[src/hdl/tes_pkg.sv]
// Shared types and sizes for the triangle element stiffness block.
// No dependencies; used by every module of the block.
package tes_pkg;

    localparam int COORD_BITS      = 16;
    localparam int NODE_INDEX_BITS = 20;
    localparam int FRAC_BITS       = 16;
    localparam int K_BITS          = 32;

    localparam int DIFF_BITS = COORD_BITS + 1;
    localparam int PROD_BITS = 2 * DIFF_BITS;
    localparam int NUM_BITS  = PROD_BITS + 1;
    localparam int DEN_BITS  = NUM_BITS + 1;
    localparam int Q_BITS    = K_BITS + 1;
    localparam int NPAIR     = 6;
    localparam int QDEPTH    = 4;

    typedef struct packed {
        logic [NODE_INDEX_BITS-1:0]   node_a;
        logic [NODE_INDEX_BITS-1:0]   node_b;
        logic [NODE_INDEX_BITS-1:0]   node_c;
        logic signed [COORD_BITS-1:0] xa;
        logic signed [COORD_BITS-1:0] ya;
        logic signed [COORD_BITS-1:0] xb;
        logic signed [COORD_BITS-1:0] yb;
        logic signed [COORD_BITS-1:0] xc;
        logic signed [COORD_BITS-1:0] yc;
    } item_t;

    typedef struct packed {
        logic [NODE_INDEX_BITS-1:0] out_node_a;
        logic [NODE_INDEX_BITS-1:0] out_node_b;
        logic [NODE_INDEX_BITS-1:0] out_node_c;
        logic signed [K_BITS-1:0]   k_aa;
        logic signed [K_BITS-1:0]   k_ab;
        logic signed [K_BITS-1:0]   k_ac;
        logic signed [K_BITS-1:0]   k_bb;
        logic signed [K_BITS-1:0]   k_bc;
        logic signed [K_BITS-1:0]   k_cc;
        logic                       degenerate;
    } result_t;

    typedef struct packed {
        logic [3*NODE_INDEX_BITS-1:0]     nodes;
        logic [NPAIR-1:0]                 neg;
        logic [NPAIR-1:0][NUM_BITS-1:0]   mag;
        logic [DEN_BITS-1:0]              den;
        logic                             degenerate;
    } entry_t;

endpackage

[src/hdl/tes_queue.sv]
// Short entry queue between the front end and the divider back end.
// Depends on tes_pkg for the entry type and depth.
module tes_queue (
    input  logic            clk,
    input  logic            rst_n,
    input  logic            wr_en,
    input  tes_pkg::entry_t wr_data,
    output logic            full,
    output logic            rd_valid,
    output tes_pkg::entry_t rd_data
);

    localparam int AW = $clog2(tes_pkg::QDEPTH);
    localparam int CW = $clog2(tes_pkg::QDEPTH + 1);

    tes_pkg::entry_t mem_reg [tes_pkg::QDEPTH];
    logic [AW-1:0] wr_ptr_reg, rd_ptr_reg;
    logic [CW-1:0] cnt_reg, cnt_next;

    assign full     = (cnt_reg == CW'(tes_pkg::QDEPTH));
    assign rd_valid = (cnt_reg != '0);
    assign rd_data  = mem_reg[rd_ptr_reg];

    always_comb
    begin
        cnt_next = cnt_reg;
        if (wr_en && !rd_valid)
            cnt_next = cnt_reg + 1'b1;
        else if (!wr_en && rd_valid)
            cnt_next = cnt_reg - 1'b1;
    end

    always_ff @(posedge clk or negedge rst_n)
    begin
        if (!rst_n)
        begin
            wr_ptr_reg <= '0;
            rd_ptr_reg <= '0;
            cnt_reg    <= '0;
        end
        else
        begin
            if (wr_en)
                wr_ptr_reg <= wr_ptr_reg + 1'b1;
            if (rd_valid)
                rd_ptr_reg <= rd_ptr_reg + 1'b1;
            cnt_reg <= cnt_next;
        end
    end

    always_ff @(posedge clk)
    begin
        if (wr_en)
            mem_reg[wr_ptr_reg] <= wr_data;
    end

endmodule

[config.mk]
export PLATFORM = sky130hd
export DESIGN_NAME = tes_queue
export DESIGN_NICKNAME = d
export VERILOG_FILES = /design/src/hdl/tes_pkg.sv /design/src/hdl/tes_queue.sv
export SDC_FILE = /design/constraint.sdc
export NUM_CORES = 1
export LEC_CHECK = 0
export ABC_AREA = 1
export BUFFER_PORTS_ARGS = -buffer_cell sky130_fd_sc_hd__buf_4
export CORE_ASPECT_RATIO = 0.75
export CORE_MARGIN = 2
export CORE_UTILIZATION = 30
export CTS_BUF_LIST = sky130_fd_sc_hd__clkbuf_8
export DETAILED_ROUTE_END_ITERATION = 16
export GPL_TIMING_DRIVEN = 0
export PLACE_DENSITY_LB_ADDON = 0.2
export SLEW_MARGIN = 20
export SYNTH_ARGS = -nofsm -noshare
export SYNTH_HDL_FRONTEND = slang
export SYNTH_SLANG_ARGS = --single-unit
[constraint.sdc]
create_clock -name clk -period 12.5 [get_ports clk]
set_input_delay 1.875 -clock clk [delete_from_list [all_inputs] [get_ports clk]]
set_output_delay 1.875 -clock clk [all_outputs]
set_load 0.05 [all_outputs]
==> impl_results.md <==
- Status: complete, no violations
- FF-to-FF End: mem_reg[1][121]$_DFFE_PP_
- Postcts setup bufs: 0
- H-tree levels: 4
- Clock Skew: 62.9 ps
- Root buffer cell: clkbuf_8
- DR DRC count: 0
- Drt via density: ~4.7
- Syn Area/Cell: roughly 15 sq um
- Final Net Count: 4247
- Vias in the first global route: ~28000
- Detailed Route Iter0 Violations: a little over 2000
- Hpwl dp: between 90000 and 100000 um
- DIE HEIGHT: approximately 340 um
- R2R depth: 6
- Minimum clock period: approximately 5800 ps
- Pre-CTS setup slack: ~7600 ps
- Cell taking the most area after synthesis: edfxtp_1
- Fmax: roughly 0.17 GHz
- Area share of the largest cell type after synthesis: ~81%
- Worst setup startpoint: rd_ptr_reg[1]$_DFFE_PN0P_
- Crit Path Category: flip-flop to primary output
- Post-Synth Adder-Cell Area: 0.135%
- WP data required: 10620 ps
- Fin cells: 6132
- Worst VDD drop: 0.295 mV
- First-pass GRT wire length: ~200000 um
- Sequential area share after synthesis: about four fifths
- Global route overflow: 0
- Crit end category: primary output
- Post-synthesis xor/xnor area fraction: less than 1%
- RePlAce Congestion: 0.750
- Number of synthesized flops with an enable pin: 1252
- Port Buf Inserts: 630
- Largest cells by area after synthesis: edfxtp_1 81%, o21ai_0 6.8%, nor2_1 5.1%, o22ai_1 4.2%, clkbuf_1 1.1%
- Number of hold buffers added after cts: 0
- Data arrival, critical path: roughly 3900 ps
- MaxCap Viol Count: 0
- Layout cells sized above 1: 23.6%
- Worst slew pin tran: 779 ps
- Die Wd: about 460 um
- Post-synthesis compound-gate area fraction: a little over a tenth
- Flop-to-flop setup slack: just under 10000 ps
- Mapped Nets: 3400
- Initial antenna violation count: 34
- Post-Syn Instances: approximately 3100
- Cts bufs inserted: ~200
- Drt wl/cell: 23.3 um
- Worst Setup EP: rd_data[206]
- Largest net degree at the start of global routing: ~80
- Power Density: between 200 and 300 mW/mm^2
- Clk sinks: between 1000 and 1500
- Post-route ant nets: 0
- Area of the die: between 0.15 and 0.2 sq mm
- Clock Path Buffers: 3
- Mapped Area: between 0.04 and 0.05 sq mm
- GRT Util Overall: around 17%
- Clock latency at the later pin of the worst-skew pair: 950 ps
- # rows: about 130
- Tcrit/Tclk final: roughly 46%
- Initial cell density of the core: between 30 and 40%
- RSZ-0062 raised after global routing: false
- Leak: between 15 and 20 nW
- Slew Limit Headroom: between 40 and 50%
- Final WS setup: between 6000 and 7000 ps
- Ys async rst share: less than 1%
- Synth Register Bits: between 1000 and 1500
- Critical Path Source Type: flip-flop
- Num ports: 631
- Top FF cell, synth: edfxtp_1
- Via count: 29020
- DP Cell Count: roughly 5800
- Most frequent cell after synthesis: edfxtp_1
- Final setup fails: 0
- Post-synthesis simple-gate area fraction: around 5.3%
- Commonest cells post-synth: 1252 x edfxtp_1, 628 x nor2_1, 627 x o21ai_0, 313 x o22ai_1, 130 x clkbuf_1
- Setup TNS: 0 ps
- PostCTS Resize Cnt: 0
- Clock-pin slew on the worst setup and hold paths: about 60 ps
- YS warnings: 0
- Core Region: about 0.15 sq mm
- Max Slew Vio Count: 0
- Post-Route WL: around 140000 um
- Worst Hold Class: flip-flop to flip-flop
- Largest register FFs: 1252
- Largest family of logic cells by synthesized area: compound AO/OA/AOI/OAI gates
- Area delta synth->final: 24.7%
- CTS tree: yes
- Initial DRT Pass Iterations: 5
- CP max FO: 10
- Post-synthesis mux area share: 0%
- Fin util: a little under two fifths
- Final Hold Vio Count: 0
- RR Startpoint: wr_ptr_reg[0]$_DFFE_PN0P_
- Synth unique cells: 18
power breakdown:
part           switching (W)  internal [W]  leakage, nW
logic                0.00609       0.00196         6.18
clock network        0.00168       0.00166         2.11
registers           0.000135       0.00551         11.6
worst max-delay path, cell delays in order, from the launching register on:
cell      delay (ps)
dfrtp_1          350
buf_2            250
clkinv_1         440
buf_2            550
clkbuf_1         460
o21ai_0          160
o22ai_1          360
buf_4            310
cells by family after synthesis:
group	count (synthesis)
XOR/XNOR	4
AND/OR/NAND/NOR	648
buffers and inverters	223
adder cells (fa/ha/maj)	5
AO/OA/AOI/OAI	940
flip-flops	1259
through the flow:
step / power (W) / hold WS, ps / area, sq um
final: 0.0170 / 471 / 58000
after global routing: 0.0179 / 510 / 57900
after CTS: 0.0173 / 474 / 57900
after detailed placement: 0.0139 / 462 / 54200
after global placement: 0.0144 / 462 / 53700
after floorplan: 0.0110 / 442 / 46500
per-layer routing:
layer	vias up	part of all wire [%]	routed length, um	global-route usage (%)
met4	24	2.5	3630	6.00
met5	-	0.11	152	0
met3	218	6.7	9550	4.88
met1	14454	44	62400	23.1
met2	854	47	67400	27.6
li1	13470	-	-	-
worst min-delay path by stage:
stage                                       from                endpoint  slack, ps  cells after the start
after floorplan           cnt_reg[2]$_DFFE_PN0P_  cnt_reg[2]$_DFFE_PN0P_        440                      2
final                     cnt_reg[2]$_DFFE_PN0P_  cnt_reg[2]$_DFFE_PN0P_        470                      2
after detailed placement  cnt_reg[2]$_DFFE_PN0P_  cnt_reg[2]$_DFFE_PN0P_        460                      2
after CTS                 cnt_reg[2]$_DFFE_PN0P_  cnt_reg[2]$_DFFE_PN0P_        470                      2
after global placement    cnt_reg[2]$_DFFE_PN0P_  cnt_reg[2]$_DFFE_PN0P_        460                      2
after global routing      cnt_reg[2]$_DFFE_PN0P_  cnt_reg[2]$_DFFE_PN0P_        510                      2
layout make-up:
cell class | count | area, sq um
clock buffer | 199 | 2740
sequential | 1259 | 37800
fill | 14865 | 96400
multi-input combinational | 1597 | 7630
clock inverter | 157 | 963
tap | 2032 | 2540
antenna | 19 | 47.5
timing repair buffer | 646 | 5170
inverter | 14 | 85.1
buffer | 209 | 1010
cell usage in the layout (no fill, tap or decap), drive strengths merged, types with 5 or more instances in the layout:
master / synthesis / routed
o22ai: 313 / 313
buf: 79 / 725
bufinv: 0 / 8
ha: 5 / 5
clkbuf: 130 / 329
nand2: 16 / 16
inv: 13 / 88
diode: 0 / 19
edfxtp: 1252 / 1252
dfrtp: 7 / 7
nor2: 628 / 628
clkinv: 1 / 73
o21ai: 627 / 627
Note: power is estimated with default switching activity, not from simulation.
